--- src/binary_tile_change_gate_macros.svh ---
// Assertion macros shared by the tile change gate RTL.
`ifndef BINARY_TILE_CHANGE_GATE_MACROS_SVH
`define BINARY_TILE_CHANGE_GATE_MACROS_SVH

// Check a property on every clock edge outside reset.
`define BTCG_ASSERT(label, prop, msg) \
	label: assert property (@(posedge clk) disable iff (!arst_n) (prop)) else $error(msg);

// Check that a condition never holds outside reset.
`define BTCG_NEVER(label, cond, msg) \
	label: assert property (@(posedge clk) disable iff (!arst_n) !(cond)) else $error(msg);

`endif

--- src/btcg_pkg.sv ---
// Package: shared constants and types of the tile change gate.
`timescale 1ns / 1ps
`default_nettype none
package btcg_pkg;

	localparam int ROW_BITS   = 8;
	localparam int WIDTH_W    = 4;
	localparam int THR_W      = 9;
	localparam int Q_BITS     = 8;
	localparam int PADDR_W    = 1;
	localparam int PDATA_W    = 32;
	localparam int THR_RESET  = 128;
	localparam int DEF_TILE_W = 8;
	localparam int DEF_TILE_H = 8;

	// register addresses
	localparam logic [PADDR_W-1:0] REG_THRESHOLD = '0;

	// sequencer states
	typedef enum logic [1:0] {
		ST_IDLE,
		ST_DECIDE,
		ST_EMIT
	} state_t;

	// what one pixel lane found
	typedef struct packed {
		logic cur;
		logic prev;
		logic same;
	} lane_flags_t;

endpackage
`default_nettype wire

--- src/btcg_lane.sv ---
// One pixel lane: masks the pixel pair and flags a match.
`timescale 1ns / 1ps
`default_nettype none
module btcg_lane (
	input  wire logic               cur_bit,
	input  wire logic               prev_bit,
	input  wire logic               lane_on,
	output btcg_pkg::lane_flags_t   flags
);

	// mask both bits, flag identical valid pixels
	always_comb begin
		flags.cur  = cur_bit & lane_on;
		flags.prev = prev_bit & lane_on;
		flags.same = lane_on & ~(cur_bit ^ prev_bit);
	end

endmodule
`default_nettype wire

--- src/btcg_merge.sv ---
// Merge stage: gathers lane bits into rows and counts matches and ones.
`timescale 1ns / 1ps
`default_nettype none
module btcg_merge #(
	parameter int LANES = btcg_pkg::DEF_TILE_W
) (
	input  wire btcg_pkg::lane_flags_t               flags [LANES],
	output logic [btcg_pkg::ROW_BITS-1:0]            cur_bits,
	output logic [btcg_pkg::ROW_BITS-1:0]            prev_bits,
	output logic [$clog2(LANES+1)-1:0]               same_cnt,
	output logic [$clog2(LANES+1)-1:0]               ones_cnt
);

	localparam int LCNT_W = $clog2(LANES + 1);

	// rebuild the masked rows, pixels past the lanes stay zero
	always_comb begin
		cur_bits  = '0;
		prev_bits = '0;
		for (int k = 0; k < LANES; k++) begin
			cur_bits[k]  = flags[k].cur;
			prev_bits[k] = flags[k].prev;
		end
	end

	// add up the lane flags
	always_comb begin
		same_cnt = '0;
		ones_cnt = '0;
		for (int k = 0; k < LANES; k++) begin
			same_cnt = same_cnt + LCNT_W'(flags[k].same);
			ones_cnt = ones_cnt + LCNT_W'(flags[k].cur);
		end
	end

endmodule
`default_nettype wire

--- src/binary_tile_change_gate.sv ---
// Top level: tile change gate with row store, decision and row emitter.
//
// Usage: feed tile rows on cur_row/prev_row/row_width/last_row with start;
// a word is taken at a clock edge where start is high and busy is low.
// Each row passes through one pixel lane per column in the same cycle, and
// the row counts are added to the tile totals. Rows are held in a small
// register store of MAX_TILE_H entries.
// A row with last_row set, or the row that fills MAX_TILE_H, ends the tile.
// In the cycle after that the gate compares same*256 against threshold*pixels (one
// 9-bit multiply) and then emits every stored row, one per cycle, on
// out_row/out_last, each marked by out_valid for exactly one cycle. The
// receiver cannot stall; rows are lost if not taken.
// Busy stays high from the end of a tile through the decide and emit states;
// each output word is registered from the emit state.
// threshold_q8 sits at byte address 0 of the APB port (reset 128); write it
// only while idle. Reset clears the counters and the sequencer; the row
// store holds no reset value and is only read where written in the tile.
`timescale 1ns / 1ps
`default_nettype none
`include "binary_tile_change_gate_macros.svh"
module binary_tile_change_gate #(
	parameter int MAX_TILE_W = btcg_pkg::DEF_TILE_W,
	parameter int MAX_TILE_H = btcg_pkg::DEF_TILE_H
) (
	input  wire logic                             clk,
	input  wire logic                             arst_n,
	// item channel
	input  wire logic                             start,
	output logic                                  busy,
	input  wire logic [btcg_pkg::ROW_BITS-1:0]    cur_row,
	input  wire logic [btcg_pkg::ROW_BITS-1:0]    prev_row,
	input  wire logic [btcg_pkg::WIDTH_W-1:0]     row_width,
	input  wire logic                             last_row,
	// result channel
	output logic                                  out_valid,
	output logic [btcg_pkg::ROW_BITS-1:0]         out_row,
	output logic                                  out_last,
	// configuration port
	input  wire logic                             psel,
	input  wire logic                             penable,
	input  wire logic                             pwrite,
	input  wire logic [btcg_pkg::PADDR_W-1:0]     paddr,
	input  wire logic [btcg_pkg::PDATA_W-1:0]     pwdata,
	output logic [btcg_pkg::PDATA_W-1:0]          prdata,
	output logic                                  pready
);

	localparam int LANES  = (MAX_TILE_W < btcg_pkg::ROW_BITS) ? MAX_TILE_W
	                                                          : btcg_pkg::ROW_BITS;
	localparam int LCNT_W = $clog2(LANES + 1);
	localparam int CNT_W  = $clog2(LANES * MAX_TILE_H + 1);
	localparam int ROWS_W = $clog2(MAX_TILE_H + 1);
	localparam int IDX_W  = (MAX_TILE_H > 1) ? $clog2(MAX_TILE_H) : 1;
	localparam int PROD_W = btcg_pkg::THR_W + CNT_W;
	localparam int WW     = btcg_pkg::WIDTH_W;

	btcg_pkg::state_t                 state_q, state_d;
	logic [btcg_pkg::THR_W-1:0]       threshold_q;
	logic [ROWS_W-1:0]                rows_held_q;
	logic [CNT_W-1:0]                 same_cnt_q, ones_cnt_q, pixel_cnt_q;
	logic [IDX_W-1:0]                 emit_idx_q;
	logic                             take_q;
	logic                             out_valid_q, out_last_q;
	logic [btcg_pkg::ROW_BITS-1:0]    out_row_q;
	logic [btcg_pkg::ROW_BITS-1:0]    cur_rows_q  [MAX_TILE_H];
	logic [btcg_pkg::ROW_BITS-1:0]    prev_rows_q [MAX_TILE_H];

	logic                             accept, tile_end, emit_last;
	logic                             decide_en, emit_en;
	logic [WW-1:0]                    w_eff;
	btcg_pkg::lane_flags_t            flags [LANES];
	logic [btcg_pkg::ROW_BITS-1:0]    cur_bits, prev_bits;
	logic [LCNT_W-1:0]                row_same, row_ones;
	logic [PROD_W-1:0]                same_scaled, thr_scaled;
	logic                             take_cur;
	logic                             cfg_write;

	// clamp the row width to the lane count
	assign w_eff = (row_width > WW'(LANES)) ? WW'(LANES) : row_width;

	// one lane per pixel column
	for (genvar k = 0; k < LANES; k++) begin : g_lane
		btcg_lane u_lane (
			.cur_bit  (cur_row[k]),
			.prev_bit (prev_row[k]),
			.lane_on  (WW'(k) < w_eff),
			.flags    (flags[k])
		);
	end

	btcg_merge #(
		.LANES (LANES)
	) u_merge (
		.flags     (flags),
		.cur_bits  (cur_bits),
		.prev_bits (prev_bits),
		.same_cnt  (row_same),
		.ones_cnt  (row_ones)
	);

	assign accept    = start && !busy;
	assign tile_end  = last_row || (rows_held_q == ROWS_W'(MAX_TILE_H - 1));
	assign emit_last = (ROWS_W'(emit_idx_q) + ROWS_W'(1)) == rows_held_q;

	// compare same*256 against threshold*pixels, or pick a flat tile
	assign same_scaled = PROD_W'({same_cnt_q, {btcg_pkg::Q_BITS{1'b0}}});
	assign thr_scaled  = PROD_W'(threshold_q) * PROD_W'(pixel_cnt_q);
	assign take_cur    = (same_scaled < thr_scaled) || (ones_cnt_q == '0)
	                     || (ones_cnt_q == pixel_cnt_q);

	// next state
	always_comb begin
		state_d = state_q;
		unique case (state_q)
			btcg_pkg::ST_IDLE: begin
				if (accept && tile_end) state_d = btcg_pkg::ST_DECIDE;
			end
			btcg_pkg::ST_DECIDE: begin
				state_d = btcg_pkg::ST_EMIT;
			end
			btcg_pkg::ST_EMIT: begin
				if (emit_last) state_d = btcg_pkg::ST_IDLE;
			end
			default: state_d = btcg_pkg::ST_IDLE;
		endcase
	end

	// sequencer outputs
	always_comb begin
		busy      = 1'b1;
		decide_en = 1'b0;
		emit_en   = 1'b0;
		unique case (state_q)
			btcg_pkg::ST_IDLE:   busy = 1'b0;
			btcg_pkg::ST_DECIDE: decide_en = 1'b1;
			btcg_pkg::ST_EMIT:   emit_en = 1'b1;
			default:             busy = 1'b1;
		endcase
	end

	// control registers
	always_ff @(posedge clk or negedge arst_n) begin
		if (!arst_n) begin
			state_q     <= btcg_pkg::ST_IDLE;
			rows_held_q <= '0;
			same_cnt_q  <= '0;
			ones_cnt_q  <= '0;
			pixel_cnt_q <= '0;
			emit_idx_q  <= '0;
			take_q      <= 1'b0;
			out_valid_q <= 1'b0;
		end else begin
			state_q     <= state_d;
			out_valid_q <= emit_en;
			if (accept) begin
				rows_held_q <= rows_held_q + ROWS_W'(1);
				same_cnt_q  <= same_cnt_q + CNT_W'(row_same);
				ones_cnt_q  <= ones_cnt_q + CNT_W'(row_ones);
				pixel_cnt_q <= pixel_cnt_q + CNT_W'(w_eff);
			end
			if (decide_en) begin
				take_q      <= take_cur;
				emit_idx_q  <= '0;
				same_cnt_q  <= '0;
				ones_cnt_q  <= '0;
				pixel_cnt_q <= '0;
			end
			if (emit_en) begin
				emit_idx_q <= emit_idx_q + IDX_W'(1);
				if (emit_last) rows_held_q <= '0;
			end
		end
	end

	// store the masked rows
	always_ff @(posedge clk) begin
		if (accept) begin
			cur_rows_q[rows_held_q[IDX_W-1:0]]  <= cur_bits;
			prev_rows_q[rows_held_q[IDX_W-1:0]] <= prev_bits;
		end
	end

	// load the output word from the chosen tile
	always_ff @(posedge clk) begin
		if (emit_en) begin
			out_row_q  <= take_q ? cur_rows_q[emit_idx_q] : prev_rows_q[emit_idx_q];
			out_last_q <= emit_last;
		end
	end

	assign out_valid = out_valid_q;
	assign out_row   = out_row_q;
	assign out_last  = out_last_q;

	// configuration port
	assign pready    = 1'b1;
	assign cfg_write = psel && penable && pwrite && (paddr == btcg_pkg::REG_THRESHOLD);

	always_ff @(posedge clk or negedge arst_n) begin
		if (!arst_n) begin
			threshold_q <= btcg_pkg::THR_W'(btcg_pkg::THR_RESET);
		end else if (cfg_write) begin
			threshold_q <= pwdata[btcg_pkg::THR_W-1:0];
		end
	end

	assign prdata = (paddr == btcg_pkg::REG_THRESHOLD) ?
	                btcg_pkg::PDATA_W'(threshold_q) : '0;

	// checks
	`BTCG_ASSERT(a_tile_end_decides, (accept && tile_end) |=> (state_q == btcg_pkg::ST_DECIDE), "tile end did not start the decision")
	`BTCG_ASSERT(a_out_from_emit, out_valid_q |-> $past(state_q == btcg_pkg::ST_EMIT), "output word outside emission")
	`BTCG_ASSERT(a_last_ends_tile, (out_valid_q && out_last_q) |-> (state_q == btcg_pkg::ST_IDLE && rows_held_q == '0), "last word did not close the tile")
	`BTCG_NEVER(a_rows_bound, rows_held_q > ROWS_W'(MAX_TILE_H), "row count past tile height")

endmodule
`default_nettype wire
--- config.mk ---
export PLATFORM = sky130hd
export DESIGN_NAME = binary_tile_change_gate
export DESIGN_NICKNAME = d
export VERILOG_FILES = /design/src/btcg_pkg.sv /design/src/btcg_lane.sv /design/src/btcg_merge.sv /design/src/binary_tile_change_gate.sv
export VERILOG_INCLUDE_DIRS = /design/src /design/src/src
export SDC_FILE = /design/constraint.sdc
export NUM_CORES = 1
export LEC_CHECK = 0
export BUFFER_PORTS_ARGS = -buffer_cell sky130_fd_sc_hd__buf_2
export CORE_MARGIN = 2
export CORE_UTILIZATION = 45
export DETAILED_ROUTE_END_ITERATION = 12
export GPL_TIMING_DRIVEN = 0
export PLACE_DENSITY = 0.71
export SYNTH_ARGS = -nofsm -noshare
export SYNTH_HDL_FRONTEND = slang
export SYNTH_SLANG_ARGS = --single-unit
--- constraint.sdc ---
create_clock -name clk -period 7.3 [get_ports clk]
set_input_delay 1.46 -clock clk [delete_from_list [all_inputs] [get_ports clk]]
set_output_delay 1.46 -clock clk [all_outputs]
set_load 0.01 [all_outputs]
; Word level (Yosys, flattened, before mapping)
; Memories as Yosys holds them, arrays and structs flattened.
; Index checks and enable logic that the tools add are counted.
[totals]
memories = 2
reg_bits = 50
output_inout_bits = 44
in_bits = 60
ram_bits = 128
elab_cells = 127
[memory_table]
columns = memory, words, width, read_ports, rd_ports_with_merged_regs, wr, line_no
row1 = cur_rows_q, 8, 8, 1, 0, 1, binary_tile_change_gate.sv:65  ; logic [btcg_pkg::ROW_BITS-1:0] cur_rows_q [MAX_TILE_H];
row2 = prev_rows_q, 8, 8, 1, 0, 1, binary_tile_change_gate.sv:66  ; logic [btcg_pkg::ROW_BITS-1:0] prev_rows_q [MAX_TILE_H];
[classes]
eq_ne = 7
n_addsub = 20
n_lt_le_gt_ge = 10
n_mul = 1
n_mux = 22
bitwise_logic = 41
n_reduce_logical = 13
[ops]
columns = operator, count
row1 = 4-bit by 1-bit adder with 4-bit output, 12
row2 = 7-bit two-way mux, 6
row3 = 1-bit AND, 24
row4 = 7-bit by 4-bit adder with 7-bit output, 3
row5 = 15-bit by 16-bit less-than comparator with 1-bit output, 1
row6 = 3-bit by 4-bit less-than comparator with 1-bit output (first input constant), 4
row7 = 9-bit by 7-bit multiplier with 16-bit output, 1
row8 = 4-bit two-way mux, 4
row9 = 9-bit two-way mux, 1
row10 = 1-bit NOT, 9
row11 = 1-bit by 4-bit less-than comparator with 1-bit output (first input constant), 2
row12 = 2-bit by 4-bit less-than comparator with 1-bit output (first input constant), 2
row13 = 8-bit two-way mux, 1
row14 = 1-bit XOR, 8
row15 = 7-bit == test, 1
row16 = 7-bit zero test, 1
row17 = 3-bit two-way mux, 2
row18 = 2-bit case mux with 3 select lines, 1
row19 = 1-bit logical AND, 5
row20 = 1-bit two-way mux, 5
row21 = 1-bit by 1-bit adder with 2-bit output, 2
row22 = 3-bit by 1-bit adder with 4-bit output (second input constant), 1
row23 = 4-bit by 1-bit adder with 4-bit output (second input constant), 1
row24 = 4-bit by 3-bit == test with 1-bit output (second input constant), 1
row25 = 12 further kinds, 16

; Logic depth before layout (Yosys ltp)
[depth]
word_depth = 14
mapped_depth = 23
ltp_nobuf = 22

; Modules after synthesis
; From an unflattened synthesis, not the netlist that was laid out.
[hier_totals]
cells_unflattened = 794
hier_area_um2 = 10649.0
[by_module_without_submodules]
columns = module, instances, cells_per_inst, area_per_inst_um2, seq_area_each_um2
row1 = binary_tile_change_gate, 1, 704, 9940.8, 5141.2
row2 = btcg_merge, 1, 58, 478.0, 0.0
row3 = btcg_lane, 8, 4, 28.8, 0.0

; Worst setup path before layout
; No wires, ideal clock.
[synth_timing]
path_kind = in2reg
start = in row_width[2] (netlist name)
end = reg same_cnt_q[5]
setup_slack_ns = 1.826
arrival_time_ns = 5.342
required_time_ns = 7.168
stages = 17
path_buffers = 1
path_cell_list = clkbuf_1 nor4_1 nor2_1 ha_1 inv_1 fa_1 fa_1 fa_1 fa_1 inv_1 ha_1 a21o_1 a21oi_1 o21ai_0 nand3_1 xor2_1 nor2_1
[synth_via]
elab_chain_cells = 14
[synth_rtl]
columns = item, line_no
row1 = start: declaration, binary_tile_change_gate.sv:32  ; input wire logic [btcg_pkg::WIDTH_W-1:0] row_width,
row2 = 4-bit > comparator, binary_tile_change_gate.sv:79  ; assign w_eff = (row_width > WW'(LANES)) ? WW'(LANES) : row_width;
row3 = 4-bit two-way mux *, binary_tile_change_gate.sv:79
row4 = 1-bit by 4-bit less-than comparator with 1-bit output, binary_tile_change_gate.sv:86  ; .lane_on (WW'(k) < w_eff),
row5 = 1-bit AND, btcg_lane.sv:15  ; flags.same = lane_on & ~(cur_bit ^ prev_bit);
row6 = 1-bit by 1-bit adder with 2-bit output, btcg_merge.sv:31  ; same_cnt = same_cnt + LCNT_W'(flags[k].same);
row7 = 4-bit by 1-bit adder with 4-bit output (5 in series), btcg_merge.sv:31
row8 = 4-bit by 1-bit adder with 4-bit output *, btcg_merge.sv:31
row9 = 7-bit by 4-bit adder with 7-bit output *, binary_tile_change_gate.sv:157  ; same_cnt_q <= same_cnt_q + CNT_W'(row_same);
row10 = 7-bit two-way mux *, binary_tile_change_gate.sv:155  ; if (accept) begin
row11 = 7-bit two-way mux *, binary_tile_change_gate.sv:161  ; if (decide_en) begin
row12 = end signal: assignment, binary_tile_change_gate.sv:157
row13 = end: declaration, binary_tile_change_gate.sv:60  ; logic [CNT_W-1:0] same_cnt_q, ones_cnt_q, pixel_cnt_q;
; Mark *: on every way between the ends. The rest lies on a longest branch, timed or not. The select of a mux whose other input is x is not followed.
; A chain may end at the register's enable or synchronous reset.

; Worst setup path in the final report
[layout_timing]
start = reg pixel_cnt_q[4]
end = reg take_q
[layout_via]
elab_chain_cells = 4
[layout_rtl]
columns = item, line_no
row1 = start: declaration, binary_tile_change_gate.sv:60
row2 = start signal: assignment, binary_tile_change_gate.sv:159  ; pixel_cnt_q <= pixel_cnt_q + CNT_W'(w_eff);
row3 = 9-bit by 7-bit multiplier with 16-bit output, binary_tile_change_gate.sv:107  ; assign thr_scaled = PROD_W'(threshold_q) * PROD_W'(pixel_cnt_q);
row4 = 15-bit by 16-bit less-than comparator with 1-bit output, binary_tile_change_gate.sv:108  ; assign take_cur = (same_scaled < thr_scaled) || (ones_cnt_q == '0)
row5 = 1-bit logical OR, binary_tile_change_gate.sv:108
row6 = 1-bit logical OR *, binary_tile_change_gate.sv:109  ; || (ones_cnt_q == pixel_cnt_q);
row7 = end signal: assignment, binary_tile_change_gate.sv:162  ; take_q <= take_cur;
row8 = end: declaration, binary_tile_change_gate.sv:62  ; logic take_q;
; Mark *: on every way between the ends. The rest lies on a longest branch, timed or not.

==> results.yml <==
worst_setup_path:
  worstSetupEndpoint: "take_q"
  startpoint: "pixel_cnt_q[4]"
  crit_required_ps: 7600
  critPathMaxStageDelay_ps: 550
  critical_path_depth: 22
  crit_slowest_cell: "fa_1"
  critPathTopFamily: "adder cells"
  cp_common_cell: "fa_1"
  reg2reg_from: "pixel_cnt_q[4]"
  cp-start-kind: "flip-flop"
  reg2reg_slack_ps: 1400
  cp-end-kind: "flip-flop"
  path_class: "reg2reg"
  cp_max_fo: 10
  path_cells: "clkbuf_1 > nand2_1 > fa_1 > fa_1 > inv_1 > fa_1 > inv_1 > fa_1 > inv_1 > ha_1 > nor2_1 > a21boi_0 > o21ai_0 > a31o_2 > a21oi_1 > xor2_1 > ha_1 > nand3_1 > nor3_1 > nand3_1 > nor4_1 > o32ai_1"
  worstRegToRegCells: 22
  r2r_end: "take_q"
  crit_arrival_ps: 6200
  crit_buf_inv: 4
synthesis:
  ys_seq_area_share_pct: 49.04
  syn_inst: 786
  synth_edf_count: 137
  synth_seq_cells: 178
  ys_types: 43
  ys_top_cells_by_area: "edfxtp_1 39%, dfrtp_1 9.5%, fa_1 8.6%, ha_1 7.8%, mux4_1 5.3%"
  async_flop_share_pct: 23.03
  netlist.area_leader.share_pct: 39.24
  ys.flop_type: "edfxtp_1"
  synthesis.area_um2: 10480
  yosys_warnings: 0
  avgSynthCellArea_um2: 13.34
  synth_top_cell_by_area: "edfxtp_1"
finish:
  drive_gt1_share_pct: 18.36
  final_cell_count_no_fill: 1217
  layout_common_cells: "137 x edfxtp_1, 65 x ha_1, 60 x inv_1"
  final_common_cell: "edfxtp_1"
  num_antenna_cells: 0
  fin_nets: 1061
  syn_to_final_growth_pct: 14.76
  finalInstanceArea_um2: 12030
power_and_ir_drop:
  p_seq_share_pct: 36.5
  powerDensity_nw_per_um2: 306.8
  clkPwrFrac_pct: 26.0
  p_switching_uw: 1351
  ir_drop_mv: 0.1728
  power_frac_comb_pct: 37.5
  p_sw_share_pct: 36.59
  p_int_uw: 2341
  power_uw: 3692
  p_leak_uw: 0.005064
cts:
  ctsHtreeMaxLevel: 4
  clk_transition_reported_paths_ps: 70
  cts_sinks: 178
  postCtsHoldBufs: 0
  cts-root-buf: "clkbuf_16"
  cts_tree: "done"
  cts_setup_buffers: 0
  cts_buffers: 17
  clockBufferDepth: 2
  cts-resized-gates: 0
  worstSkewPairLatency_ps: 440
sta:
  worstMarginPinSlew_ps: 1013
  grt_setup_unrepaired: "no"
  finalCritPeriodShare_pct: 80.83
  drv_slew: 0
  holdWs_ps: 545.4
  finalCriticalPeriod_ps: 5901
  timing.slew.headroom_pct: 32.45
  setup_viol: 0
  finalSetupTns_ps: 0
  final.setup_skew_ps: 12.69
  max_freq_ghz: 0.1695
  finalHoldViolCount: 0
placed_design:
  port_buffers: 55
  dp_hpwl_um: 15760
  routabilityCongestion: 0.8111
  place_inst: 1185
  placed_cell_area_um2: 11390
floorplan:
  io_pins: 104
  die-area_um2: 24530
  die_w_um: 156.6
  coreArea_um2: 22780
  dieHeight_um: 156.6
  start_util_pct: 46.03
  rows: 55
global_route:
  grt_pass1_vias: 6468
  overflow: 0
  antenna_found_initial: 0
  grt_use_total_pct: 19.10
  grt_pass1_wl_um: 34930
  grt_max_degree: 42
drt:
  drc: 0
  vias: 6277
  drtPass1Iterations: 5
  viasPerCell: 5.158
  drt_iter0_drc: 378
  antenna_left: 0
  wl_um: 21750
  routedWlPerCell_um: 17.87
job:
  drv_cap: 0
worst_hold_path:
  min_path_type: "reg2reg"
outcome:
  outcome: "completed"
flip-flops by register name, indices dropped and copies added, names as in the netlist:
| register | flops |
|---|---|
| cur_rows_q | 64 |
| prev_rows_q | 64 |
| threshold_q | 9 |
| out_row | 8 |
| ones_cnt_q | 7 |
| pixel_cnt_q | 7 |
| same_cnt_q | 7 |
| rows_held_q | 4 |
| emit_idx_q | 3 |
| state_q | 2 |
| out_last | 1 |
| out_valid | 1 |
| take_q | 1 |
cell usage after synthesis, types with 2 or more instances:
cell	number
xor2_1	18
dfrtp_1	40
a21o_1	13
mux4_2	19
edfxtp_1	137
o211ai_1	2
buf_4	24
o21ai_0	19
nand4_1	2
clkbuf_1	22
fa_1	45
mux2_2	11
a21oi_1	27
nor4_1	6
ha_1	65
o21bai_1	2
nand2b_1	3
a31o_2	2
inv_1	60
mux4_1	21
xnor2_1	32
a211oi_1	4
conb_1	2
o21a_1	2
nand3_1	10
nor3b_1	2
nor3_1	12
and2_1	58
nor2_1	33
nand2_1	55
nor2b_1	24
buf_8	3
metrics by stage:
stage	setup slack [ps]	util, %
2_1_floorplan	1826	-
3_3_place_gp	1307	49.32
3_5_place_dp	1233	50.01
4_1_cts	1346	52.82
5_1_grt	980.8	52.82
6_report	1399	52.82
logic make-up (layout without fill, tap and decap cells):
group,Yosys count,count (layout),synth area share (%)
flops,178,178,49.04
xor+xnor,50,50,4.177
simple gates,207,207,10.04
other cells,2,24,0.07163
fa+ha+maj,110,110,16.35
compound gates,76,76,4.475
buf+inv,111,207,5.227
mux,52,52,10.62
per-layer routing:
| layer | GRT usage [%] | vias to the layer above | share of wire, % |
|---|---|---|---|
| met5 | 0 | - | 0 |
| met4 | 5.330 | 0 | 1.6 |
| met3 | 3.434 | 26 | 3.8 |
| met2 | 33.77 | 152 | 52 |
| met1 | 24.16 | 3138 | 43 |
| li1 | - | 2961 | - |
layout make-up:
class                   count  area [um2]
fillers                  1888       10750
flip-flops and latches    178        5141
multi-input cells         519        4911
clock buffers              17       425.4
repair buffers             64       400.4
well taps                 313       391.6
plain buffers              51       322.8
inverters                  60       225.2
clock inverters            15       214.0
worst min path at each step:
stage	startpoint	endpoint	slack, ps	cells past startpoint
finish	state_q[0]	state_q[0]	550	1
CTS	state_q[0]	state_q[0]	550	1
global placement	state_q[0]	state_q[0]	520	1
global route	state_q[1]	state_q[1]	570	1
floorplan	state_q[1]	state_q[1]	510	1
detailed placement	state_q[0]	state_q[0]	530	1
power groups by stage:
stage	clock, uW	combinational (uW)	sequential (uW)
6_report	959	1390	1350
3_3_place_gp	0	1340	1370
4_1_cts	973	1410	1350
2_1_floorplan	0	1030	1340
5_1_grt	1010	1580	1370
3_5_place_dp	0	1400	1370
Note: power is estimated with default switching activity, not from simulation.
